==> src/hw/rtl/dwp_pkg.sv <==
// dwp_pkg: shared widths, codes, register map, config struct and pipeline control
// struct for the dual wheel pid block; no dependencies
package dwp_pkg;

	localparam int SPEED_W       = 16;
	localparam int ERR_W         = 17;
	localparam int GAIN_W        = 16;
	localparam int DUTY_W        = 14;
	localparam int STEER_W       = 32;
	localparam int TAP_W         = 32;
	localparam int SAT_W         = 50;
	localparam int DUTY_MIN      = 0;
	localparam int DUTY_MAX      = 10000;
	localparam int TAP_COUNT_DEF = 3;
	localparam int NSTG          = 8;
	localparam int RECIP_SH      = 24;
	localparam int APB_AW        = 5;
	localparam int APB_DW        = 32;

	typedef enum logic {
		CMD_STEER = 1'b0,
		CMD_SPEED = 1'b1
	} cmd_t;

	typedef enum logic [2:0] {
		REG_TARGET_SPEED,
		REG_SPEED_KP,
		REG_SPEED_KI,
		REG_SPEED_KD,
		REG_STEER_KP,
		REG_STEER_KI,
		REG_STEER_KD,
		REG_COUPLING
	} reg_idx_t;

	typedef struct packed {
		logic [SPEED_W-1:0] target_speed;
		logic [GAIN_W-1:0]  speed_kp;
		logic [GAIN_W-1:0]  speed_ki;
		logic [GAIN_W-1:0]  speed_kd;
		logic [GAIN_W-1:0]  steer_kp;
		logic [GAIN_W-1:0]  steer_ki;
		logic [GAIN_W-1:0]  steer_kd;
		logic               coupling_enable;
	} cfg_t;

	// bit k of spd/str: a speed or steer beat sits in stage k (bit 0 is the accept)
	typedef struct packed {
		logic            en;
		logic [NSTG:0]   spd;
		logic [NSTG:0]   str;
	} pipe_ctl_t;

	function automatic logic signed [STEER_W-1:0] sat_to32(input logic signed [SAT_W-1:0] v);
		logic signed [STEER_W-1:0] r;
		if (v > SAT_W'(64'sd2147483647)) begin
			r = 32'sh7fffffff;
		end else if (v < -SAT_W'(64'sd2147483648)) begin
			r = 32'sh80000000;
		end else begin
			r = v[STEER_W-1:0];
		end
		return r;
	endfunction

endpackage

==> src/hw/rtl/dwp_steer.sv <==
// dwp_steer: positional steering pid with saturating error sum and held output
// depends on dwp_pkg
module dwp_steer (
	input  logic                               clk,
	input  logic                               arst_n,
	input  dwp_pkg::pipe_ctl_t                 ctl,
	input  dwp_pkg::cfg_t                      cfg,
	input  logic signed [dwp_pkg::SPEED_W-1:0] steer_error,
	output logic signed [dwp_pkg::STEER_W-1:0] steer_out
);
	import dwp_pkg::*;

	localparam int D_W   = SPEED_W + 1;
	localparam int PKP_W = SPEED_W + GAIN_W + 1;
	localparam int PKI_W = STEER_W + GAIN_W + 1;
	localparam int PKD_W = D_W + GAIN_W + 1;
	localparam int Q_W   = SAT_W;

	logic signed [STEER_W-1:0] err_sum_q, sum_new, sum_s1, steer_out_q, out_new;
	logic signed [SPEED_W-1:0] last_err_q, err_s1;
	logic signed [D_W-1:0]     d, d_s1;
	logic signed [GAIN_W:0]    kp, ki, kd;
	logic signed [PKP_W-1:0]   pkp_s2;
	logic signed [PKI_W-1:0]   pki_s2;
	logic signed [PKD_W-1:0]   pkd_s2;
	logic signed [Q_W-1:0]     q_s3, qa;

	assign kp = $signed({1'b0, cfg.steer_kp});
	assign ki = $signed({1'b0, cfg.steer_ki});
	assign kd = $signed({1'b0, cfg.steer_kd});

	always_comb begin
		sum_new = sat_to32(SAT_W'(err_sum_q) + SAT_W'(steer_error));
		d       = D_W'(steer_error) - D_W'(last_err_q);
		qa      = q_s3[Q_W-1] ? q_s3 + Q_W'(255) : q_s3;
		out_new = sat_to32(SAT_W'($signed(qa[Q_W-1:8])));
	end

	always_ff @(posedge clk) begin
		if (ctl.en) begin
			err_s1 <= steer_error;
			sum_s1 <= sum_new;
			d_s1   <= d;
			pkp_s2 <= PKP_W'(err_s1) * PKP_W'(kp);
			pki_s2 <= PKI_W'(sum_s1) * PKI_W'(ki);
			pkd_s2 <= PKD_W'(d_s1) * PKD_W'(kd);
			q_s3   <= Q_W'(pkp_s2) + Q_W'(pki_s2) + Q_W'(pkd_s2);
		end
	end

	always_ff @(posedge clk or negedge arst_n) begin
		if (!arst_n) begin
			err_sum_q   <= '0;
			last_err_q  <= '0;
			steer_out_q <= '0;
		end else if (ctl.en) begin
			if (ctl.str[0]) begin
				err_sum_q  <= sum_new;
				last_err_q <= steer_error;
			end
			if (ctl.str[3]) begin
				steer_out_q <= out_new;
			end
		end
	end

	assign steer_out = steer_out_q;

endmodule

==> config.mk <==
export PLATFORM = sky130hd
export DESIGN_NAME = dwp_steer
export DESIGN_NICKNAME = d
export VERILOG_FILES = /design/src/hw/rtl/dwp_pkg.sv /design/src/hw/rtl/dwp_steer.sv
export SDC_FILE = /design/constraint.sdc
export NUM_CORES = 2
export LEC_CHECK = 0
export BUFFER_PORTS_ARGS = -buffer_cell sky130_fd_sc_hd__buf_2
export CORE_UTILIZATION = 59
export CTS_CLUSTER_DIAMETER = 50
export CTS_CLUSTER_SIZE = 24
export DETAILED_ROUTE_END_ITERATION = 6
export PLACE_DENSITY = 0.79
export SETUP_SLACK_MARGIN = 0.5
export SLEW_MARGIN = 20
export SYNTH_ARGS = -nofsm -noshare
export SYNTH_HDL_FRONTEND = slang
export SYNTH_SLANG_ARGS = --single-unit
==> constraint.sdc <==
create_clock -name clk -period 6.8 [get_ports clk]
set_input_delay 1.36 -clock clk [delete_from_list [all_inputs] [get_ports clk]]
set_output_delay 1.36 -clock clk [all_outputs]
set_load 0.05 [all_outputs]
# [After elaboration in Yosys (flattened, before gate mapping)]
# Cells that the tools add are included.
[totals] register_bits=311 in_bits=150 out_inout_bits=32 wordCells=29
[classes] n_addsub=5 n_mul=3 magnitude_cmp=4 mux=5 reduce_logical=2
[op_table] op="$mux W32" count=4
[op_table] op="$add A33 B49 Y50" count=1
[op_table] op="$add A50 B34 Y50" count=1
[op_table] op="$add A50 B9 Y50 const B" count=1
[op_table] op="$mux W50" count=1
[op_table] op="$mul A32 B17 Y49" count=1
[op_table] op="$gt A42 B32 Y1 const B" count=1
[op_table] op="$lt A42 B32 Y1 const B" count=1
[op_table] op="$mul A17 B17 Y34" count=1
[op_table] op="$add A32 B16 Y33" count=1
[op_table] op="$gt A33 B32 Y1 const B" count=1
[op_table] op="$lt A33 B32 Y1 const B" count=1
[op_table] op="$mul A16 B17 Y33" count=1
[op_table] op="$sub A16 B16 Y17" count=1
[op_table] op="$reduce_and A2 Y1" count=2

# [Longest topological paths before layout]
[depth] ltp_word=5 ltp_mapped=27 depth_no_buf=25

# [Worst setup path after synthesis]
# No wires, ideal clock.
[synth_path] path_kind="input -> register" startpoint="input cfg[9] (netlist name)" endpoint="register pkd_s2[32], data pin" setup_time_ns=0.258 arrival_ns=7.380 required_ns=6.542 path_slack_ns=-0.837 stages=25 path_buffers=2 path_cell_list="clkbuf_1 -> clkbuf_1 -> nand2_1 -> fa_1 -> inv_1 -> fa_1 -> inv_1 -> fa_1 -> inv_1 -> fa_1 -> fa_1 -> inv_1 -> fa_1 -> inv_1 -> ha_1 -> a21oi_1 -> o21ai_0 -> or3_1 -> o2111ai_2 -> a21boi_1 -> a221o_1 -> or3_1 -> a31o_1 -> a21oi_2 -> xnor2_1"
[synth_between] elab_chain_len=1
[synth_rtl] item="start, declared" line_no="dwp_steer.sv:7" text="input dwp_pkg::cfg_t cfg,"
[synth_rtl] item="$mul A17 B17 Y34" line_no="dwp_steer.sv:46" text="pkd_s2 <= PKD_W'(d_s1) * PKD_W'(kd);"
[synth_rtl] item="end signal, assigned" line_no="dwp_steer.sv:46"
[synth_rtl] item="end, declared" line_no="dwp_steer.sv:25" text="logic signed [PKD_W-1:0] pkd_s2;"
# No other way between the ends.
# A chain may end at the register's enable or synchronous reset.

# [Worst setup path after layout]
[layout_path] startpoint="input cfg[6] (netlist name)" endpoint="register pkd_s2[32], data pin"
# The elaborated chain is that of the path after synthesis.

==> out/metrics.cfg <==
[synthesis]
syn-instance-count=5712
synth_warnings=0
synth-seq-cells=311
cell_area_synth_um2=54300
synth_top_cells_by_area=fa_1 (37%), edfxtp_1 (13%), ha_1 (9.7%)
synth-main-ff-cell=edfxtp_1
number_of_enable_flip_flop_cells_after_synthesis=231
synth_common_cells=inv_1 (1243), fa_1 (1014), nand2_1 (709), and2_1 (475), ha_1 (422)
synth_seq_area_share_pct=16.5
mappedNetlistNets=7298
post-synth-top-area-fraction_pct=37.4
yosysMostFrequentCell=inv_1
synth_area_per_cell_um2=9.51
ys_async_sr_fraction_pct=25.7
ys_types=89
netlist.top_cell.by_area=fa_1

[floorplan]
dieHeight_um=305
initial_core_util_pct=60.0
core_area_um2=90600
die_w_um=305
placementRows=110
pin_count=182
die-area_um2=93300

[route]
drt_drc_violations_left=1
vias_per_cell=5.66
post_drt_wl_per_cell_um=19.5
initialDrtViolationCount=3017
drt-total-wl_mm=144
vias=41800
final_antenna_net_count=0
firstDrtPassIters=7

[setup_path]
worst_path_largest_cell_delay_ns=0.54
buffers_and_inverters_on_the_worst_path=7
critical_path.max_fanout=5
crit_chain=buf_8, buf_6, buf_4, and2_1, fa_1, inv_1, fa_1, fa_1, inv_1, fa_1, fa_1, inv_1, fa_1, inv_1, ha_1, or3_4, o2111ai_4, a21boi_2, a221o_1, or3_4, a31o_1, a21oi_2, xnor2_1
cp_top_family=adder cells
path_common_cell=fa_1
slack_of_the_worst_reg_to_reg_path_ns=0.15
worstSetupStartpointType=primary input
timing.critical_path.required_ns=7.14
timing.setup.critical_path_class=in2reg
endpoint_kind=flop
crit_path_slowest_cell=fa_1
timing.critical_path.arrival_ns=7.22

[cts]
clkLatencyLatePin_ns=0.62
htree_levels=1
cts.reportedPaths.clkPinSlew_ns=0.07
holdBufCountCts=0
clock-root-buffer=clkbuf_16
tritoncts.num_buffers=31
cts_tree=done
cts.sink_count=311
cts_max_path_buffers=3

[cells_and_area]
final_nets=7770
drive_above_1_share_pct=18.6
stdcell_area_um2=63700
flow.area_growth_from_synthesis_pct=17.2

[sta]
period_minus_slack_ns=6.88
highest_clock_rate_ghz=0.145
clock_skew_ns=0.0298
setup_slack_ns=-0.0795
finalHoldViolCount=0
slew_headroom_pct=26.2
rsz0062_at_grt=yes
fin_tns_setup_ns=-0.110
final_number_of_max_transition_violations=0
worst_pin_slew_ns=1.11
setup_viol=2
layout_worst_path_cycle_share_pct=101
timing.hold.ws_ns=0.490

[place]
total_of_buffers_placed_on_input_and_output_ports=100
gp_congestion=0.948
placedInstanceArea_um2=59900
dp_slack_ns=-0.821
dp_hpwl_mm=112

[grt]
pin_count_of_the_biggest_net_entering_global_routing=139
first_global_vias=44700
wire_length_of_the_first_global_routing_pass_mm=231
groute.usage.overall_pct=31.2
leftover_overflow_at_the_end_of_global_routing=0
initial_antenna_violation_count=4

[run_status]
run_status=complete, but fails checks
violated_checks=design-rule violations, negative setup slack

[flow_run]
max_cap_viol_count=0

[worst_hold_path]
min-delay-path-class=reg2reg

==> flip-flops by register name, indices dropped and copies added (netlist names), 17 cells and up <==
name,flops
sum_s1,32
d_s1,17
steer_out,32
pkp_s2,33
err_sum_q,32
pkd_s2,34
q_s3,50
pki_s2,49
==> worst paths after layout <==
kind / start / endpoint / depth (start not counted)
max in group asynchronous: arst_n / last_err_q[5]$_DFFE_PN0P_ / 2
worst max register to register: d_s1[8]$_DFFE_PP_ / pkd_s2[32]$_DFFE_PP_ / 22
worst max-delay path: cfg[6] / pkd_s2[32]$_DFFE_PP_ / 23
min in group asynchronous: arst_n / err_sum_q[29]$_DFFE_PN0P_ / 1
worst min register to register: last_err_q[0]$_DFFE_PN0P_ / last_err_q[0]$_DFFE_PN0P_ / 2
worst min-delay path: last_err_q[0]$_DFFE_PN0P_ / last_err_q[0]$_DFFE_PN0P_ / 2
==> layout by cell type, fill, tap and decap left out, types with 62 or more instances in the layout <==
cell / count
ha_1: 378
a21o_1: 100
xnor2_1: 136
buf_2: 65
inv_2: 62
edfxtp_1: 231
inv_1: 1180
and2_1: 427
fa_1: 974
o21ai_0: 91
buf_4: 451
nor2_1: 128
buf_6: 67
dfrtp_1: 80
a21oi_1: 217
nand2_1: 679
==> cells by family (layout without fill, tap and decap cells) <==
family          after synthesis  after routing  share of synthesized area (%)
compound gates              683            683                           7.93
other cells                   0              3                              0
xor+xnor                    215            215                           3.48
simple gates               1578           1578                           14.2
buf+inv                    1452           1948                           10.1
mux                          34             34                          0.695
fa+ha+maj                  1439           1439                           47.1
flops                       311            311                           16.5
==> stage by stage <==
step,std cells,util [%]
after floorplan,5712,-
after global placement,7237,66.1
after detailed placement,7237,66.1
after CTS,7343,69.1
after global routing,7384,70.3
final,7387,70.3
==> metal layers <==
metal	up-vias	routed length (um)	GRT usage, %
met1	20900	55600	40.3
met3	447	12000	5.44
met4	6	6810	12.1
met5	-	36	0
li1	18600	-	-
met2	1854	69700	52.6
==> what timing repair did <==
action                                  CTS  global route
setup buffers                            39            41
gates resized for setup                 266           200
endpoints found under the setup margin   53            58
pin swaps                               149           129
cloned                                   10             0
==> worst register-to-register path, delay by kind of cell (launching register included) <==
family | cells | cell delay (ns)
xor gates and xnor gates | 1 | 0.09
buffers and inverters | 4 | 0.38
AOI/OAI and AO/OA | 6 | 1.34
and+or+nand+nor | 4 | 1.01
DFF | 1 | 0.59
adders and majority gates | 7 | 3.00
==> layout make-up <==
cell class | instances | area (um2)
multi-input combinational | 3949 | 41700
sequential | 311 | 8940
clock buffer | 32 | 790
antenna | 3 | 7.51
inverter | 1244 | 4670
tap | 1176 | 1470
clock inverter | 25 | 300
fill | 6197 | 26900
timing repair buffer | 647 | 5740
Power is not shown: default switching activity piles up to over one toggle a cycle in this logic, so the estimate is an artifact.
