===== src/hw/rtl/dwp_pkg.sv =====
// dwp_pkg: shared widths, codes, register map, config struct and pipeline control
// struct for the dual wheel pid block; no dependencies
package dwp_pkg;

	localparam int SPEED_W       = 16;
	localparam int ERR_W         = 17;
	localparam int GAIN_W        = 16;
	localparam int DUTY_W        = 14;
	localparam int STEER_W       = 32;
	localparam int TAP_W         = 32;
	localparam int SAT_W         = 50;
	localparam int DUTY_MIN      = 0;
	localparam int DUTY_MAX      = 10000;
	localparam int TAP_COUNT_DEF = 3;
	localparam int NSTG          = 8;
	localparam int RECIP_SH      = 24;
	localparam int APB_AW        = 5;
	localparam int APB_DW        = 32;

	typedef enum logic {
		CMD_STEER = 1'b0,
		CMD_SPEED = 1'b1
	} cmd_t;

	typedef enum logic [2:0] {
		REG_TARGET_SPEED,
		REG_SPEED_KP,
		REG_SPEED_KI,
		REG_SPEED_KD,
		REG_STEER_KP,
		REG_STEER_KI,
		REG_STEER_KD,
		REG_COUPLING
	} reg_idx_t;

	typedef struct packed {
		logic [SPEED_W-1:0] target_speed;
		logic [GAIN_W-1:0]  speed_kp;
		logic [GAIN_W-1:0]  speed_ki;
		logic [GAIN_W-1:0]  speed_kd;
		logic [GAIN_W-1:0]  steer_kp;
		logic [GAIN_W-1:0]  steer_ki;
		logic [GAIN_W-1:0]  steer_kd;
		logic               coupling_enable;
	} cfg_t;

	// bit k of spd/str: a speed or steer beat sits in stage k (bit 0 is the accept)
	typedef struct packed {
		logic            en;
		logic [NSTG:0]   spd;
		logic [NSTG:0]   str;
	} pipe_ctl_t;

	function automatic logic signed [STEER_W-1:0] sat_to32(input logic signed [SAT_W-1:0] v);
		logic signed [STEER_W-1:0] r;
		if (v > SAT_W'(64'sd2147483647)) begin
			r = 32'sh7fffffff;
		end else if (v < -SAT_W'(64'sd2147483648)) begin
			r = 32'sh80000000;
		end else begin
			r = v[STEER_W-1:0];
		end
		return r;
	endfunction

endpackage


===== src/hw/rtl/dwp_lane.sv =====
// dwp_lane: one wheel lane, incremental pid, coupling, tap filter, average and clamp
// depends on dwp_pkg
module dwp_lane #(
	parameter int TAP_COUNT = dwp_pkg::TAP_COUNT_DEF
) (
	input  logic                               clk,
	input  logic                               arst_n,
	input  dwp_pkg::pipe_ctl_t                 ctl,
	input  dwp_pkg::cfg_t                      cfg,
	input  logic signed [dwp_pkg::SPEED_W-1:0] speed,
	input  logic signed [dwp_pkg::STEER_W-1:0] steer_out,
	output logic [dwp_pkg::DUTY_W-1:0]         duty_s8
);
	import dwp_pkg::*;

	localparam int PKP_W   = ERR_W + 1 + GAIN_W + 1;
	localparam int PKI_W   = ERR_W + GAIN_W + 1;
	localparam int PKD_W   = ERR_W + 2 + GAIN_W + 1;
	localparam int Q_W     = PKD_W + 1;
	localparam int INC_W   = Q_W - 8;
	localparam int INCC_W  = STEER_W + 2;
	localparam int TSUM_W  = TAP_W + $clog2(TAP_COUNT);
	localparam int SUM_CAP = (DUTY_MAX + 1) * TAP_COUNT;
	localparam int DIV_W   = $clog2(SUM_CAP);
	localparam int RECIP_W = RECIP_SH + 1;
	localparam logic [RECIP_W-1:0] RECIP =
		RECIP_W'(((64'd1 << RECIP_SH) + TAP_COUNT - 1) / TAP_COUNT);
	localparam int PROD_W  = (DIV_W + RECIP_W > RECIP_SH + DUTY_W) ?
		DIV_W + RECIP_W : RECIP_SH + DUTY_W;

	logic signed [ERR_W-1:0]   last_q, prev_q, e, e_s1;
	logic signed [ERR_W:0]     d1, d1_s1;
	logic signed [ERR_W+1:0]   d2, d2_s1;
	logic signed [GAIN_W:0]    kp, ki, kd;
	logic signed [PKP_W-1:0]   pkp_s2;
	logic signed [PKI_W-1:0]   pki_s2;
	logic signed [PKD_W-1:0]   pkd_s2;
	logic signed [Q_W-1:0]     q_s3, qa;
	logic signed [INC_W-1:0]   inc;
	logic signed [INCC_W-1:0]  cpl, inc_s4;
	logic signed [TAP_W-1:0]   taps_q [TAP_COUNT];
	logic signed [TAP_W-1:0]   tap_new;
	logic signed [TSUM_W-1:0]  tsum, tsum_s6;
	logic                      neg_s7, hi_s7;
	logic [PROD_W-1:0]         prod_s7;
	logic [DUTY_W-1:0]         quot, duty;

	assign kp = $signed({1'b0, cfg.speed_kp});
	assign ki = $signed({1'b0, cfg.speed_ki});
	assign kd = $signed({1'b0, cfg.speed_kd});

	// speed error and the two differences of the incremental form
	always_comb begin
		e  = ERR_W'($signed(cfg.target_speed)) - ERR_W'(speed);
		d1 = (ERR_W+1)'(e) - (ERR_W+1)'(last_q);
		d2 = (ERR_W+2)'(e) + (ERR_W+2)'(prev_q) - ((ERR_W+2)'(last_q) <<< 1);
	end

	// q8.8 to integer rounding toward zero, then coupling
	always_comb begin
		qa  = q_s3[Q_W-1] ? q_s3 + Q_W'(255) : q_s3;
		inc = qa[Q_W-1:8];
		cpl = cfg.coupling_enable ? INCC_W'(steer_out) : INCC_W'(0);
	end

	assign tap_new = sat_to32(SAT_W'(taps_q[TAP_COUNT-1]) + SAT_W'(inc_s4));

	always_comb begin
		tsum = '0;
		for (int i = 0; i < TAP_COUNT; i++) begin
			tsum = tsum + TSUM_W'(taps_q[i]);
		end
	end

	// negative sums land on the low bound, large ones on the high bound
	always_comb begin
		quot = prod_s7[RECIP_SH +: DUTY_W];
		if (neg_s7) begin
			duty = DUTY_W'(DUTY_MIN);
		end else if (hi_s7) begin
			duty = DUTY_W'(DUTY_MAX);
		end else if (quot < DUTY_W'(DUTY_MIN)) begin
			duty = DUTY_W'(DUTY_MIN);
		end else begin
			duty = quot;
		end
	end

	always_ff @(posedge clk) begin
		if (ctl.en) begin
			e_s1    <= e;
			d1_s1   <= d1;
			d2_s1   <= d2;
			pkp_s2  <= PKP_W'(d1_s1) * PKP_W'(kp);
			pki_s2  <= PKI_W'(e_s1) * PKI_W'(ki);
			pkd_s2  <= PKD_W'(d2_s1) * PKD_W'(kd);
			q_s3    <= Q_W'(pkp_s2) + Q_W'(pki_s2) + Q_W'(pkd_s2);
			inc_s4  <= INCC_W'(inc) - cpl;
			tsum_s6 <= tsum;
			neg_s7  <= tsum_s6[TSUM_W-1];
			hi_s7   <= (tsum_s6 >= TSUM_W'(SUM_CAP));
			prod_s7 <= PROD_W'(tsum_s6[DIV_W-1:0]) * PROD_W'(RECIP);
			duty_s8 <= duty;
		end
	end

	always_ff @(posedge clk or negedge arst_n) begin
		if (!arst_n) begin
			last_q <= '0;
			prev_q <= '0;
			for (int i = 0; i < TAP_COUNT; i++) begin
				taps_q[i] <= '0;
			end
		end else if (ctl.en) begin
			if (ctl.spd[0]) begin
				prev_q <= last_q;
				last_q <= e;
			end
			if (ctl.spd[4]) begin
				for (int i = 0; i < TAP_COUNT - 1; i++) begin
					taps_q[i] <= taps_q[i+1];
				end
				taps_q[TAP_COUNT-1] <= tap_new;
			end
		end
	end

endmodule


===== config.mk =====
export PLATFORM = sky130hd
export DESIGN_NAME = dwp_lane
export DESIGN_NICKNAME = d
export VERILOG_FILES = /design/src/hw/rtl/dwp_pkg.sv /design/src/hw/rtl/dwp_lane.sv
export SDC_FILE = /design/constraint.sdc
export NUM_CORES = 2
export LEC_CHECK = 0
export BUFFER_PORTS_ARGS = -buffer_cell sky130_fd_sc_hd__buf_2
export CAP_MARGIN = 20
export CORE_MARGIN = 2
export CORE_UTILIZATION = 45
export CTS_CLUSTER_DIAMETER = 200
export CTS_CLUSTER_SIZE = 10
export DETAILED_ROUTE_END_ITERATION = 10
export PLACE_DENSITY = 0.68
export SLEW_MARGIN = 10
export SYNTH_ARGS = -nofsm -noshare
export SYNTH_HDL_FRONTEND = slang
export SYNTH_SLANG_ARGS = --single-unit

===== constraint.sdc =====
create_clock -name clk -period 6.6 [get_ports clk]
set_input_delay 0.66 -clock clk [delete_from_list [all_inputs] [get_ports clk]]
set_output_delay 0.66 -clock clk [all_outputs]
set_load 0.03 [all_outputs]

# Word-level counts from Yosys, hierarchy flattened
# Cells that the tools add are included.
# totals
latch_bits,0
output_inout_bits,14
memories,0
word_cells,47
ff_bits,447
ram_bits,0
mem_bits_ro,0
# op_classes
n_div,0
bitwise_logic,0
n_shift,0
addsub,11
magnitude_cmp,4
mux,6
reduce_logical,3
mul,4
n_eq_ne,0
# ops
operator,n
two-way mux 32 bit,2
adder 36 x 36 -> 37 bit,1
"adder 37 x 9 -> 37 bit, second input constant",1
"multiplier 15 x 22 -> 37 bit, second input constant",1
two-way mux 37 bit,1
adder 35 x 34 -> 36 bit,1
multiplier 19 x 17 -> 36 bit,1
adder 32 x 34 -> 35 bit,1
"> comparator 35 x 32 -> 1 bit, second input constant",1
"less-than comparator 35 x 32 -> 1 bit, second input constant",1
multiplier 18 x 17 -> 35 bit,1
adder 33 x 32 -> 34 bit,1
"greater-or-equal comparator 34 x 16 -> 1 bit, second input constant",1
multiplier 17 x 17 -> 34 bit,1
two-way mux 34 bit,1
subtractor 29 x 34 -> 34 bit,1
adder 32 x 32 -> 33 bit,1
two-way mux 14 bit,2
subtractor 18 x 18 -> 19 bit,1
adder 17 x 17 -> 18 bit,1
subtractor 17 x 17 -> 18 bit,1
subtractor 16 x 16 -> 17 bit,1
"less-than comparator 14 x 1 -> 1 bit, second input constant",1
AND reduction 2 bit,2
OR reduction 3 bit,1

# Depth between registers and ports, before layout
# depth
depth_word,4
mapped_depth,26
ltp_nobuf,25

# Worst setup path before layout
# Ideal clock, no wire load.
# synth_timing
path_type,input-to-reg
startpoint,in cfg[84] (netlist name)
endpoint,"reg pkp_s2[34], data pin"
stages,23
setup_ns,0.158
slack_ns,-0.224
path_buffers,2
required_time_ns,6.442
t_arrival_ns,6.666
cell_sequence,clkbuf_1 -> clkbuf_1 -> nand2_1 -> fa_1 -> fa_1 -> inv_1 -> fa_1 -> fa_1 -> fa_1 -> inv_1 -> fa_1 -> inv_1 -> ha_1 -> a21o_1 -> a21oi_1 -> o21bai_1 -> o21ai_0 -> a21oi_1 -> o41ai_1 -> o21ai_1 -> or4_1 -> a2111o_1 -> o211ai_1
# synth_via
elab_chain_len,1
# synth_rtl
item,line,text
start: declaration,dwp_lane.sv:9,"input dwp_pkg::cfg_t cfg,"
multiplier 18 x 17 -> 35 bit,dwp_lane.sv:94,pkp_s2 <= PKP_W'(d1_s1) * PKP_W'(kp);
end signal: assignment,dwp_lane.sv:94,
end: declaration,dwp_lane.sv:35,logic signed [PKP_W-1:0] pkp_s2;
# No other way between the ends.
# A chain may end at the register's enable or synchronous reset.

# Final worst setup path
# layout_timing
startpoint,reg d1_s1[9]
endpoint,"reg pkp_s2[34], data pin"
# layout_via
elab_chain_len,1
# layout_rtl
item,line,text
start: declaration,dwp_lane.sv:32,"logic signed [ERR_W:0] d1, d1_s1;"
start signal: assignment,dwp_lane.sv:92,d1_s1 <= d1;
multiplier 18 x 17 -> 35 bit,dwp_lane.sv:94,
# No other way between the ends.

==> flow_summary.ini <==
[routing]
routed_wl_um = 140000
vias_per_cell = 5.11
post_drt_wl_per_cell_um = 16.6
drc_errors = 0
final_antenna_net_count = 0
vias = 43200
dr.first_iter.drc_count = 2458
drtPass1Iterations = 6

[sta]
fin_crit_ns = 6.51
skew_ns = 0.0446
relSlewSlack = 0.369
finalHoldViolCount = 0
worst_pin_slew_ns = 0.946
rsz0062_at_grt = yes
holdWs_ns = 0.460
setup_viol_count_final = 0
period_share = 0.986
max_freq_mhz = 154
final-max-slew-violation-count = 0

[finish]
nets = 8425
final_layout_size_suffix_gt1_frac = 0.109
mostFrequentLayoutCells = inv_1, fa_1, nand2_1
fin_area_mm2 = 0.0687
final_common_cell = inv_1
area_growth_pct = 11.3

[clock_network]
clockRootBuffer = clkbuf_16
clk_path_buf_depth = 3
cts_made_buffers = 48
path_clk_slew_ns = 0.06
h-tree-depth = 2
cts_sinks = 424
cts_tree = built
clk_latency_ns = 0.64

[synth]
synth_area_per_cell_um2 = 9.87
synth_top_area_share = 0.337
synth_area_leaders = fa_1, edfxtp_1, ha_1
netlist_instances = 6259
syn_nets = 8048
synth-seq-area-share = 0.196
synthesis.area_mm2 = 0.0618
synth_edf_count = 294
ys_warn_count = 0
synth_cell_types = 88
synthArstFlopShare = 0.307
ys.flop_type = edfxtp_1
ys_ff_latch = 424
synth_area_leader_cell = fa_1

[worst_setup_path]
crit_type = flop to flop
worstPathRequired_ns = 7.05
arrival_ns = 6.96
end_kind = flop
timing.rr.start = d1_s1[9]$_DFFE_PP_
cp_common_cell = fa_1
path_max_fanout = 5
critPathLaunch = d1_s1[9]$_DFFE_PP_
crit_chain = buf_4, and2_1, fa_1, inv_1, fa_1, fa_1, inv_1, fa_1, fa_1, inv_1, fa_1, inv_1, ha_1, a21o_1, a21oi_2, o22ai_1, o21ai_2, a21oi_4, o41ai_4, o21ai_2, or4_4, a2111o_1, o211ai_1
max_stage_delay_ns = 0.54
cp-start-kind = flop
cp_slowest_cell = fa_1

[global_route]
grt_overflow_total = 0
grt_first_pass_wirelength_um = 233000
grt_pass1_vias = 46200
antenna_found_initial = 8
grtUsageTotal = 0.206
grt_max_degree = 156

[floorplan]
boundaryPins = 196
core-area_mm2 = 0.136
start_util = 0.455
dieArea_mm2 = 0.140
fp.dieW_um = 374
die-height_um = 374
rows = 135

[placement]
dpl-instance-area_mm2 = 0.0666
dpl.hpwl_um = 118000
place.gp.congestion = 0.890
port_buffers = 131

[status]
status = finished, final reports clean

[run]
max-cap-violations = 0

[worst_hold_path]
hold_class = input pin to flop
min_from = ctl[18]
-- sequential cells by signal (all words and copies together), names as in the netlist --
| signal | count |
|---|---|
| prev_q | 17 |
| neg_s7 | 1 |
| pkp_s2 | 35 |
| last_q | 17 |
| pkd_s2 | 36 |
| prod_s7 | 14 |
| duty_s8 | 14 |
| tsum_s6 | 34 |
| q_s3 | 37 |
| hi_s7 | 1 |
| inc_s4 | 34 |
| d2_s1 | 19 |
| d1_s1 | 18 |
| e_s1 | 17 |
| taps_q | 96 |
| pki_s2 | 34 |
-- path summary, 6_finish.rpt --
check                                      endpoint  slack, ns  depth (start not counted)
max                            pkp_s2[34]$_DFFE_PP_       0.09                         23
min                        duty_s8[0]$_SDFFCE_PP0P_       0.46                          1
max reg2reg                    pkp_s2[34]$_DFFE_PP_       0.09                         23
min reg2reg                  last_q[13]$_DFFE_PN0P_       0.48                          2
max in group asynchronous    taps_q[93]$_DFFE_PN0P_       5.03                          4
min in group asynchronous    taps_q[64]$_DFFE_PN0P_       0.57                          2
-- stage by stage --
step	worst slack (ns)	setup TNS [ns]	utilization	instances
after floorplan	-0.0200	-0.0200	-	6259
after CTS	0.00288	0	0.502	8420
after detailed placement	-0.401	-4.00	0.490	8324
after global routing	-0.129	-0.181	0.506	8454
after global placement	-0.317	-2.71	0.490	8324
final	0.0931	0	0.506	8454
-- repair_timing --
| action | 4_1_cts | 5_1_grt |
|---|---|---|
| setup endpoints to repair | 7 | 19 |
| setup buffers | 9 | 32 |
| endpoints found under the hold margin | 16 | 0 |
| resized for setup | 10 | 69 |
| hold buffers | 1 | 0 |
| pin swaps | 6 | 42 |
-- cell families after synthesis --
logic type / count (synthesis) / share of synthesized area
AO/OA/AOI/OAI: 759 / 0.0822
XOR/XNOR: 287 / 0.0408
adder cells (fa/ha/maj): 1607 / 0.452
buffers and inverters: 1551 / 0.0950
flip-flops: 424 / 0.196
multiplexers: 81 / 0.0146
AND/OR/NAND/NOR: 1550 / 0.120
-- cell usage after synthesis, types with 21 or more instances --
cell / instances
and2_1: 383
o21a_1: 44
a21o_1: 95
mux2_2: 73
nand2_1: 694
nor2b_1: 35
inv_1: 1377
a21oi_1: 211
a211oi_1: 29
nand3_1: 59
a221o_1: 33
edfxtp_1: 294
a31oi_1: 27
o211ai_1: 21
nand2b_1: 32
fa_1: 1040
nor3_1: 47
o21bai_1: 32
nor2_1: 185
clkbuf_1: 155
ha_1: 567
dfrtp_1: 130
and3_1: 31
o21ai_0: 124
xnor2_1: 205
xor2_1: 81
-- layer usage --
layer  up-vias  global-route usage  part of all wire
met5         -                   0           0.00040
met4         8              0.0873             0.048
met3       242              0.0219             0.041
met2       918               0.361              0.50
met1     21600               0.257              0.41
li1      20400                   -                 -
-- critical path, delay by kind of cell, from the launching register on --
kind,cells,cell delay [ns]
fa+ha+maj,7,3.27
compound gates,9,1.73
buf+inv,5,0.37
simple gates,2,0.60
flops,1,0.36
-- cell type report --
| class | count | area (um^2) |
|---|---|---|
| Fill cell | 12300 | 67100 |
| Multi-Input combinational cell | 4284 | 44100 |
| Sequential cell | 424 | 12100 |
| Inverter | 1377 | 5170 |
| Timing Repair Buffer | 501 | 3680 |
| Tap cell | 1781 | 2230 |
| Clock buffer | 82 | 1330 |
| Clock inverter | 4 | 98.8 |
| Antenna cell | 1 | 2.50 |
Power is left out: the tool's default activity adds up to more than one toggle a clock period on the data nets, which glitch-free logic cannot reach.
