`config.mk`:
```
export PLATFORM = sky130hd
export DESIGN_NAME = dwp_merge_flat
export DESIGN_NICKNAME = d
export VERILOG_FILES = /design/src/hw/rtl/dwp_pkg.sv /design/src/hw/rtl/dwp_ifs.sv /design/src/hw/rtl/dwp_merge.sv /design/src/flat_wrapper.sv
export SDC_FILE = /design/constraint.sdc
export NUM_CORES = 1
export LEC_CHECK = 0
export BUFFER_PORTS_ARGS = -buffer_cell sky130_fd_sc_hd__buf_4
export CORE_AREA = 2 2 111 113
export CTS_CLUSTER_DIAMETER = 40
export DETAILED_ROUTE_END_ITERATION = 6
export DIE_AREA = 0 0 113 115
export GPL_TIMING_DRIVEN = 0
export PLACE_DENSITY_LB_ADDON = 0.1
export SYNTH_ARGS = -nofsm -noshare
export SYNTH_HDL_FRONTEND = slang
export SYNTH_SLANG_ARGS = --single-unit
```
`constraint.sdc`:
```
create_clock -name clk -period 3.05 [get_ports clk]
set_input_delay 0.61 -clock clk [delete_from_list [all_inputs] [get_ports clk]]
set_output_delay 0.61 -clock clk [all_outputs]
set_load 0.02 [all_outputs]
```
`src/hw/rtl/dwp_pkg.sv`:
```
// dwp_pkg: shared widths, codes, register map, config struct and pipeline control
// struct for the dual wheel pid block; no dependencies
package dwp_pkg;

	localparam int SPEED_W       = 16;
	localparam int ERR_W         = 17;
	localparam int GAIN_W        = 16;
	localparam int DUTY_W        = 14;
	localparam int STEER_W       = 32;
	localparam int TAP_W         = 32;
	localparam int SAT_W         = 50;
	localparam int DUTY_MIN      = 0;
	localparam int DUTY_MAX      = 10000;
	localparam int TAP_COUNT_DEF = 3;
	localparam int NSTG          = 8;
	localparam int RECIP_SH      = 24;
	localparam int APB_AW        = 5;
	localparam int APB_DW        = 32;

	typedef enum logic {
		CMD_STEER = 1'b0,
		CMD_SPEED = 1'b1
	} cmd_t;

	typedef enum logic [2:0] {
		REG_TARGET_SPEED,
		REG_SPEED_KP,
		REG_SPEED_KI,
		REG_SPEED_KD,
		REG_STEER_KP,
		REG_STEER_KI,
		REG_STEER_KD,
		REG_COUPLING
	} reg_idx_t;

	typedef struct packed {
		logic [SPEED_W-1:0] target_speed;
		logic [GAIN_W-1:0]  speed_kp;
		logic [GAIN_W-1:0]  speed_ki;
		logic [GAIN_W-1:0]  speed_kd;
		logic [GAIN_W-1:0]  steer_kp;
		logic [GAIN_W-1:0]  steer_ki;
		logic [GAIN_W-1:0]  steer_kd;
		logic               coupling_enable;
	} cfg_t;

	// bit k of spd/str: a speed or steer beat sits in stage k (bit 0 is the accept)
	typedef struct packed {
		logic            en;
		logic [NSTG:0]   spd;
		logic [NSTG:0]   str;
	} pipe_ctl_t;

	function automatic logic signed [STEER_W-1:0] sat_to32(input logic signed [SAT_W-1:0] v);
		logic signed [STEER_W-1:0] r;
		if (v > SAT_W'(64'sd2147483647)) begin
			r = 32'sh7fffffff;
		end else if (v < -SAT_W'(64'sd2147483648)) begin
			r = 32'sh80000000;
		end else begin
			r = v[STEER_W-1:0];
		end
		return r;
	endfunction

endpackage

```
`src/hw/rtl/dwp_ifs.sv`:
```


interface dwp_result_if;
	import dwp_pkg::*;
	logic                      valid;
	logic                      ready;
	logic [DUTY_W-1:0]         left_duty;
	logic [DUTY_W-1:0]         right_duty;
	logic signed [STEER_W-1:0] steer_output;

	modport source(output valid, left_duty, right_duty, steer_output, input ready);
	modport sink(input valid, left_duty, right_duty, steer_output, output ready);
endinterface

```
`src/hw/rtl/dwp_merge.sv`:
```
// dwp_merge: joins both lane duties and the steer output into the result register
// depends on dwp_pkg and dwp_result_if
module dwp_merge (
	input  logic                               clk,
	input  logic                               arst_n,
	input  dwp_pkg::pipe_ctl_t                 ctl,
	input  logic [dwp_pkg::DUTY_W-1:0]         left_duty_s8,
	input  logic [dwp_pkg::DUTY_W-1:0]         right_duty_s8,
	input  logic signed [dwp_pkg::STEER_W-1:0] steer_out,
	dwp_result_if.source                       result,
	output logic                               en
);
	import dwp_pkg::*;

	logic                      vld_q;
	logic [DUTY_W-1:0]         left_q, right_q;
	logic signed [STEER_W-1:0] steer_q;
	logic signed [STEER_W-1:0] steer_s5, steer_s6, steer_s7, steer_s8;

	assign en = !vld_q || result.ready;

	// steer value sampled once every earlier steer beat has written it
	always_ff @(posedge clk) begin
		if (en) begin
			steer_s5 <= steer_out;
			steer_s6 <= steer_s5;
			steer_s7 <= steer_s6;
			steer_s8 <= steer_s7;
			if (ctl.spd[NSTG] || ctl.str[NSTG]) begin
				steer_q <= steer_s8;
			end
		end
	end

	// duty registers double as the held duties for steer beats
	always_ff @(posedge clk or negedge arst_n) begin
		if (!arst_n) begin
			vld_q   <= 1'b0;
			left_q  <= '0;
			right_q <= '0;
		end else if (en) begin
			vld_q <= ctl.spd[NSTG] || ctl.str[NSTG];
			if (ctl.spd[NSTG]) begin
				left_q  <= left_duty_s8;
				right_q <= right_duty_s8;
			end
		end
	end

	assign result.valid        = vld_q;
	assign result.left_duty    = left_q;
	assign result.right_duty   = right_q;
	assign result.steer_output = steer_q;

endmodule

```
`src/flat_wrapper.sv`:
```
// flat-port wrapper written by rule: the top's interface ports become plain ports
module dwp_merge_flat import dwp_pkg::*;
  (clk, arst_n, ctl, left_duty_s8, right_duty_s8, steer_out, en, result_valid, result_left_duty, result_right_duty, result_steer_output, result_ready);
  dwp_result_if result_i ();
  input  logic clk;
  input  logic arst_n;
  input  dwp_pkg::pipe_ctl_t ctl;
  input  logic [dwp_pkg::DUTY_W-1:0] left_duty_s8;
  input  logic [dwp_pkg::DUTY_W-1:0] right_duty_s8;
  input  logic signed [dwp_pkg::STEER_W-1:0] steer_out;
  output logic en;
  output wire logic [$bits(result_i.valid)-1:0] result_valid;
  output wire logic [$bits(result_i.left_duty)-1:0] result_left_duty;
  output wire logic [$bits(result_i.right_duty)-1:0] result_right_duty;
  output wire logic [$bits(result_i.steer_output)-1:0] result_steer_output;
  input wire logic [$bits(result_i.ready)-1:0] result_ready;
  assign result_valid = result_i.valid;
  assign result_left_duty = result_i.left_duty;
  assign result_right_duty = result_i.right_duty;
  assign result_steer_output = result_i.steer_output;
  assign result_i.ready = result_ready;
  dwp_merge u_core (.clk(clk), .arst_n(arst_n), .ctl(ctl), .left_duty_s8(left_duty_s8), .right_duty_s8(right_duty_s8), .steer_out(steer_out), .result(result_i), .en(en));
endmodule
```
Word level (Yosys, flattened, before mapping)
Index checks and enable logic that the tools add are counted.
- register bits: 189
- reductions and logical operators: 5
- operator list (cell ; count):
    $reduce_and 2->1 ; 2
    $logic_or 1x1->1 ; 2
    $logic_not 1->1 ; 1

Depth between registers and ports, before layout
Gate-level depths: netlist (run 1).
- word-level depth: 3
- depth in mapped cells: 4
- mapped depth without buffers: 3

Worst setup path before layout (run 1)
OpenSTA, ideal clock, no wires.
- path kind: input port to flip-flop
- start: input result_ready
- end: register u_core.steer_q[0], in the netlist u_core.result.steer_output[0] (enable)
- path buffers: 0
- stages: 2
- path slack: 0.117 ns
- data arrival time: 2.542 ns
- required time: 2.659 ns
- path through: nand2b_4 -> o21a_1
- word-level cells in the longest chain between the ends: 2
- ends and longest elaborated chain (element ; RTL line ; text):
    start: declaration ; flat_wrapper.sv:16 ; input wire logic [$bits(result_i.ready)-1:0] result_ready;
    $logic_or 1x1->1 ; dwp_merge.sv:20 ; assign en = !vld_q || result.ready;
    $reduce_and 2->1 (no source line) ; n/a ;
    end signal: assignment ; dwp_merge.sv:30 ; steer_q <= steer_s8;
    end: declaration ; dwp_merge.sv:17 ; logic signed [STEER_W-1:0] steer_q;
No other way between the ends.
A chain may end at the register's enable or synchronous reset.

Worst setup path in the final report (run 1)
- start: register u_core.vld_q, in the netlist u_core.result.valid
- end: output en
- word-level cells in the longest chain between the ends: 2
- ends and longest elaborated chain (element ; RTL line ; text):
    start: declaration ; dwp_merge.sv:15 ; logic vld_q;
    start signal: assignment ; dwp_merge.sv:42 ; vld_q <= ctl.spd[NSTG] || ctl.str[NSTG];
    $logic_not 1->1 ; dwp_merge.sv:20 ;
    $logic_or 1x1->1 ; dwp_merge.sv:20 ;
    end: declaration ; flat_wrapper.sv:11 ; output logic en;
No other way between the ends.

==> results.json, run 1 <==
{
  "grt.overflow.total": 0,
  "synth_cell_types": 10,
  "fin_nets": 453,
  "final-setup-viol-count": 0,
  "multi_input_area_um2": 431.7,
  "syn-num-nets": 306,
  "reg2regPathDepth": 2,
  "first_pass_grt_wire_length_um": 12300,
  "violations": "design-rule violations",
  "maxCapViolations": 0,
  "drt-initial-drc-count": 145,
  "antenna_found_initial": 0,
  "post_drt_wl_per_cell_um": 14.99,
  "n_antenna_cell": 0,
  "post_cts_resized": 0,
  "instances_no_fill": 530,
  "grt_start_max_net_pins": 66,
  "synth_cells": 224,
  "hold_path.class": "input port to asynchronous set/reset pin",
  "tritoncts": "done",
  "grtUsageTotal_pct": 13.04,
  "via_per_inst": 4.740,
  "htreeDepth": 4,
  "layout.filler_cells": 810,
  "num_rows": 40,
  "post-synth-top-count-cell": "sky130_fd_sc_hd__edfxtp_1",
  "synth_enable_flop_cells": 160,
  "routed-via-count": 2512,
  "clk_root_buffer_cell": "sky130_fd_sc_hd__clkbuf_16",
  "critPathMaxFanout": 20,
  "firstDrtPassIters": 7,
  "synth_seq_cells": 189,
  "finClkSkew_ps": 6.507,
  "synth_area_leaders": "sky130_fd_sc_hd__edfxtp_1 80%, sky130_fd_sc_hd__dfrtp_1 12%, sky130_fd_sc_hd__mux2_4 5.0%",
  "vdd_ir_drop_max_mv": 0.4787,
  "drc": 13,
  "die_width_um": 113,
  "core_region_area_um2": 11810,
  "status": "finished with violations",
  "startpoint_type": "flip-flop",
  "start_of_the_worst_register_to_register_path": "u_core.result.valid",
  "reg2reg_slack_ps": 1240,
  "post-cts-setup-buffer-count": 0,
  "worstSetupPathType": "flip-flop to output pin",
  "share_of_the_clock_period_used_by_the_worst_path_pct": 63.13,
  "worst_pin_slew_ps": 805.3,
  "numPlacedInstances": 499,
  "post-synth-top-area-fraction_pct": 80.07,
  "detail_route.wirelength_um": 7947,
  "die_area_um2": 13000,
  "end_kind": "output pin",
  "cts.reportedPaths.clkPinSlew_ps": 60,
  "synth_commonest_cells": "160 x sky130_fd_sc_hd__edfxtp_1, 29 x sky130_fd_sc_hd__dfrtp_1, 20 x sky130_fd_sc_hd__mux2_4",
  "synth.largest_area_cell": "sky130_fd_sc_hd__edfxtp_1",
  "maxSlewHeadroom_pct": 46.31,
  "cts.sink_count": 189,
  "drive_gt1_share_pct": 48.83,
  "synthesis.area_per_instance_um2": 26.79,
  "cts_buffer_depth": 2,
  "worst_r2r_endpoint": "u_core.result.steer_output[4]",
  "timing_limited_maximum_frequency_mhz": 519.4,
  "initial_core_util_pct": 50.81,
  "timing.critical_path.required_ps": 2440,
  "cp.arrival_ps": 1320,
  "timing_max_transition_violations_final": 0,
  "port_buffers": 126,
  "routabilityCongestion": 0.7092,
  "power-per-cell-area_nw_per_um2": 753.5,
  "antenna_violation_net_count_after_detailed_routing": 0,
  "postSynth.topFlopCell": "sky130_fd_sc_hd__edfxtp_1",
  "grt_setup_unrepaired": "no",
  "ys_seq_area_share_pct": 92.16,
  "first_global_vias": 2461,
  "die_height_um": 115,
  "finalHoldViolCount": 0,
  "floorplan.io_pins": 144,
  "numCtsBuffers": 17,
  "clock_latency_ps": 410,
  "netlist_area_um2": 6001,
  "final_period_minus_worst_setup_slack_ps": 1925,
  "cell_area_placed_um2": 7179,
  "proportion_of_synthesized_flip_flops_having_asynchronous_set_or_reset_pct": 15.34,
  "syn_to_final_growth_pct": 29.69,
  "postLayoutCellArea_um2": 7782,
  "cts-hold-fix-buffers": 0,
  "p_leak_uw": 0.003083,
  "yosys_warnings": 0,
  "ff_latch_area_um2": 5530,
  "detailedPlacementHpwl_um": 5031
}
[critical path, stage by stage, from the launching register on]
cell and delay (ps):
sky130_fd_sc_hd__dfrtp_1 410, sky130_fd_sc_hd__nand2b_4 270, sky130_fd_sc_hd__buf_4 210
[per-stage QoR]
step / setup TNS [ps] / power, uW / hold slack [ps] / setup WS (ps) / utilization, %
2_1_floorplan: 0 / 3433 / 314.4 / 117.4 / -
3_3_place_gp: -18770 / 3679 / 400.5 / -589.4 / 60.37
3_5_place_dp: 0 / 3705 / 404.5 / 881.7 / 60.78
4_1_cts: 0 / 5939 / 100.2 / 1083 / 65.89
5_1_grt: 0 / 6087 / 115.7 / 1046 / 65.89
6_report: 0 / 5864 / 108.0 / 1125 / 65.89
[registers in the layout, indices dropped and copies added, names as in the netlist]
signal and cells:
u_core.result.steer_output 32, u_core.steer_s5 32, u_core.steer_s6 32, u_core.steer_s7 32
u_core.steer_s8 32, u_core.result.left_duty 14, u_core.result.right_duty 14, u_core.result.valid 1
[cells in the final DEF, fill, tap and decap left out, drive strengths merged]
master	n
edfxtp	160
buf	130
dfrtp	29
mux2	28
clkbuf	21
bufinv	4
clkinv	3
inv	2
nand2	2
nand2b	1
o21a	1
nor2	1
clkinvlp	1
[report_power, final]
group / switching, uW / total, uW / internal (uW)
combinational: 259 / 509 / 251
sequential: 68.3 / 3130 / 3060
clock: 853 / 2220 / 1370
[cells by family after synthesis]
group / Yosys count / synth area share, %
compound gates: 1 / 0.1252
mux: 28 / 6.506
flops: 189 / 92.16
buf+inv: 2 / 0.6672
simple gates: 4 / 0.5419
[how the worst max path moves through the flow]
stage	from	endpoint	slack, ps
6_report	u_core.result.valid	en	1120
5_1_grt	u_core.result.valid	en	1050
4_1_cts	u_core.result.valid	en	1080
3_5_place_dp	result_ready	u_core.result.steer_output[28]	880
3_3_place_gp	result_ready	u_core.result.steer_output[28]	-590
2_1_floorplan	result_ready	u_core.result.steer_output[0]	120
[cell type report]
cell class | count | share of cell area [%]
Buffer | 2 | 0.5145
Clock buffer | 21 | 5.659
Clock inverter | 10 | 2.090
Multi-Input combinational cell | 33 | 5.547
Sequential cell | 189 | 71.06
Tap cell | 147 | 2.363
Timing Repair Buffer | 128 | 12.77
[layer usage]
| metal | routed length [um] | share of wire (%) | vias to the layer above | GRT usage (%) |
|---|---|---|---|---|
| met5 | 0 | 0 | - | 0 |
| li1 | - | - | 1178 | - |
| met4 | 155 | 2.0 | 0 | 6.585 |
| met2 | 4009 | 50 | 93 | 20.48 |
| met3 | 645 | 8.1 | 14 | 6.220 |
| met1 | 3138 | 39 | 1227 | 15.18 |
(Power assumes the default switching activity.)
==> run 2, diff against run 1 <==
==> constraint.sdc (replaced) <==
create_clock -name clk -period 1.9 [get_ports clk]
set_input_delay 0.38 -clock clk [delete_from_list [all_inputs] [get_ports clk]]
set_output_delay 0.38 -clock clk [all_outputs]
set_load 0.02 [all_outputs]
==> results.json, run 2 (synthesis gave the netlist of run 1 again) <==
{
  "floorplan.io_pins": 144,
  "finClkSkew_ps": 5.089,
  "reg2regPathDepth": 3,
  "totalNegativeSetupSlack_ps": 0,
  "detail_route.wirelength_um": 8421,
  "worst_r2r_endpoint": "u_core.result.steer_output[22]",
  "netSwitchingFraction_pct": 20.40,
  "finalHoldViolCount": 0,
  "power_frac_seq_pct": 53.7,
  "cts.reportedPaths.clkPinSlew_ps": 60,
  "vdd_ir_drop_max_mv": 0.8722,
  "firstDrtPassIters": 6,
  "mostFrequentLayoutCell": "sky130_fd_sc_hd__edfxtp_1",
  "layout_common_cells": "160 x sky130_fd_sc_hd__edfxtp_1, 127 x sky130_fd_sc_hd__buf_4, 28 x sky130_fd_sc_hd__dfrtp_1",
  "worstSetupPathType": "flip-flop to output pin",
  "holdPathEnd": "u_core.steer_s5[25]",
  "maxCapViolations": 0,
  "critPathMaxFanout": 32,
  "violations": "design-rule violations",
  "fin_nets": 457,
  "net_switching_power_figure_uw": 1909,
  "status": "finished with violations",
  "share_clk_of_total_power_pct": 37.3,
  "met1_track_demand_over_resource_pct": 16.16,
  "die_height_um": 115,
  "grt_setup_unrepaired": "no",
  "die_area_um2": 13000,
  "groute.layer.met3.usage_pct": 5.535,
  "start_of_the_worst_register_to_register_path": "u_core.result.valid",
  "timing_max_transition_violations_final": 0,
  "port_buffers": 126,
  "power.share.combinational_pct": 9.0,
  "utilization_pct": 66.35,
  "grt.overflow.total": 0,
  "first_pass_grt_wire_length_um": 12830,
  "cp.arrival_ps": 1410,
  "num_rows": 40,
  "timing_limited_maximum_frequency_mhz": 557.8,
  "drive_gt1_share_pct": 49.23,
  "initial_core_util_pct": 50.81,
  "drc": 13,
  "core_region_area_um2": 11810,
  "via_per_inst": 4.714,
  "grtUsageTotal_pct": 13.71,
  "maxSlewHeadroom_pct": 45.30,
  "instances_no_fill": 535,
  "die_width_um": 113,
  "worst_pin_slew_ps": 820.5,
  "tritoncts": "done",
  "grt.busiest_layer": "met2",
  "post_drt_wl_per_cell_um": 15.74,
  "power-per-cell-area_nw_per_um2": 1194,
  "end_kind": "output pin",
  "hold_path.class": "input port to flip-flop",
  "timing.critical_path.required_ps": 1520,
  "antenna_violation_net_count_after_detailed_routing": 0,
  "first_global_vias": 2476,
  "cts.sink_count": 189,
  "numPlacedInstances": 498,
  "worstHoldPathCells": 1,
  "n_antenna_cell": 0,
  "antenna_found_initial": 0,
  "final-setup-viol-count": 0,
  "startpoint_type": "flip-flop",
  "htreeDepth": 4,
  "numCtsBuffers": 17,
  "syn_to_final_growth_pct": 30.59,
  "worst_hold_startpoint": "steer_out[25]",
  "detailedPlacementHpwl_um": 4982,
  "clk_root_buffer_cell": "sky130_fd_sc_hd__clkbuf_16",
  "layout.filler_cells": 785,
  "p_leak_uw": 0.003104,
  "final_period_minus_worst_setup_slack_ps": 1793,
  "drt-initial-drc-count": 153,
  "cellInternalPower_uw": 7450,
  "global_route.usage.met2_pct": 21.60,
  "routed-via-count": 2522,
  "grt_start_max_net_pins": 36,
  "routabilityCongestion": 0.7781,
  "cts_buffer_depth": 2,
  "reg2reg_slack_ps": 160,
  "clock_latency_ps": 420,
  "share_of_the_clock_period_used_by_the_worst_path_pct": 94.36
}
run 2: repair_timing:
action	in CTS	in global routing
setup buffers	1	0
hold buffers	1	0
hold endpoints to repair	29	0
endpoints found under the setup margin	53	0
gates resized for setup	0	0
run 2: area by class of cell:
| class | count | area [um2] | share of cell area (%) |
|---|---|---|---|
| Multi-Input combinational cell | 35 | 464.2 | 5.924 |
| Clock buffer | 27 | 513.0 | 6.546 |
| Sequential cell | 189 | 5532 | 70.59 |
| Clock inverter | 5 | 80.08 | 1.022 |
| Buffer | 2 | 40.04 | 0.5109 |
| Timing Repair Buffer | 130 | 1023 | 13.06 |
| Tap cell | 147 | 183.9 | 2.347 |
run 2: metrics by stage:
stage / setup slack (ps) / instance area, um2 / total power (uW) / hold slack (ps)
2_1_floorplan: -380.7 / 6018 / 5515 / 84.41
3_3_place_gp: -779.3 / 7148 / 5913 / 315.2
3_5_place_dp: -313.6 / 7176 / 5947 / 321.2
4_1_cts: 69.63 / 7836 / 9467 / 106.5
5_1_grt: 34.02 / 7836 / 9699 / 104.5
6_report: 107.2 / 7836 / 9359 / 129.2
run 2: power groups by stage:
stage	clock network (uW)	registers, uW	logic, uW
finish	3490	5030	840
detailed placement	0	5120	828
global route	3740	5060	891
floorplan	0	5280	232
global placement	0	5110	808
CTS	3580	5030	854
run 2: layer usage:
layer	routed length, um	share of wire (%)	vias to the layer above
met3	647	7.7	23
li1	-	-	1185
met2	4137	49	96
met4	244	2.9	0
met5	0	0	-
met1	3391	40	1218
run 2: worst max-delay path by stage:
stage / slack (ps) / cells past startpoint / end / startpoint
after floorplan: -380 / 2 / u_core.result.steer_output[0] / u_core.result.valid
after global placement: -780 / 3 / u_core.result.steer_output[31] / result_ready
after detailed placement: -310 / 4 / en / result_ready
after CTS: 70 / 3 / en / u_core.result.valid
after global routing: 30 / 3 / en / u_core.result.valid
final: 110 / 3 / en / u_core.result.valid
run 2: worst max-delay path, cell delays in order (launching register included):
cell and delay (ps):
sky130_fd_sc_hd__dfrtp_2 470, sky130_fd_sc_hd__nand2b_4 140, sky130_fd_sc_hd__buf_16 200, sky130_fd_sc_hd__buf_4 170
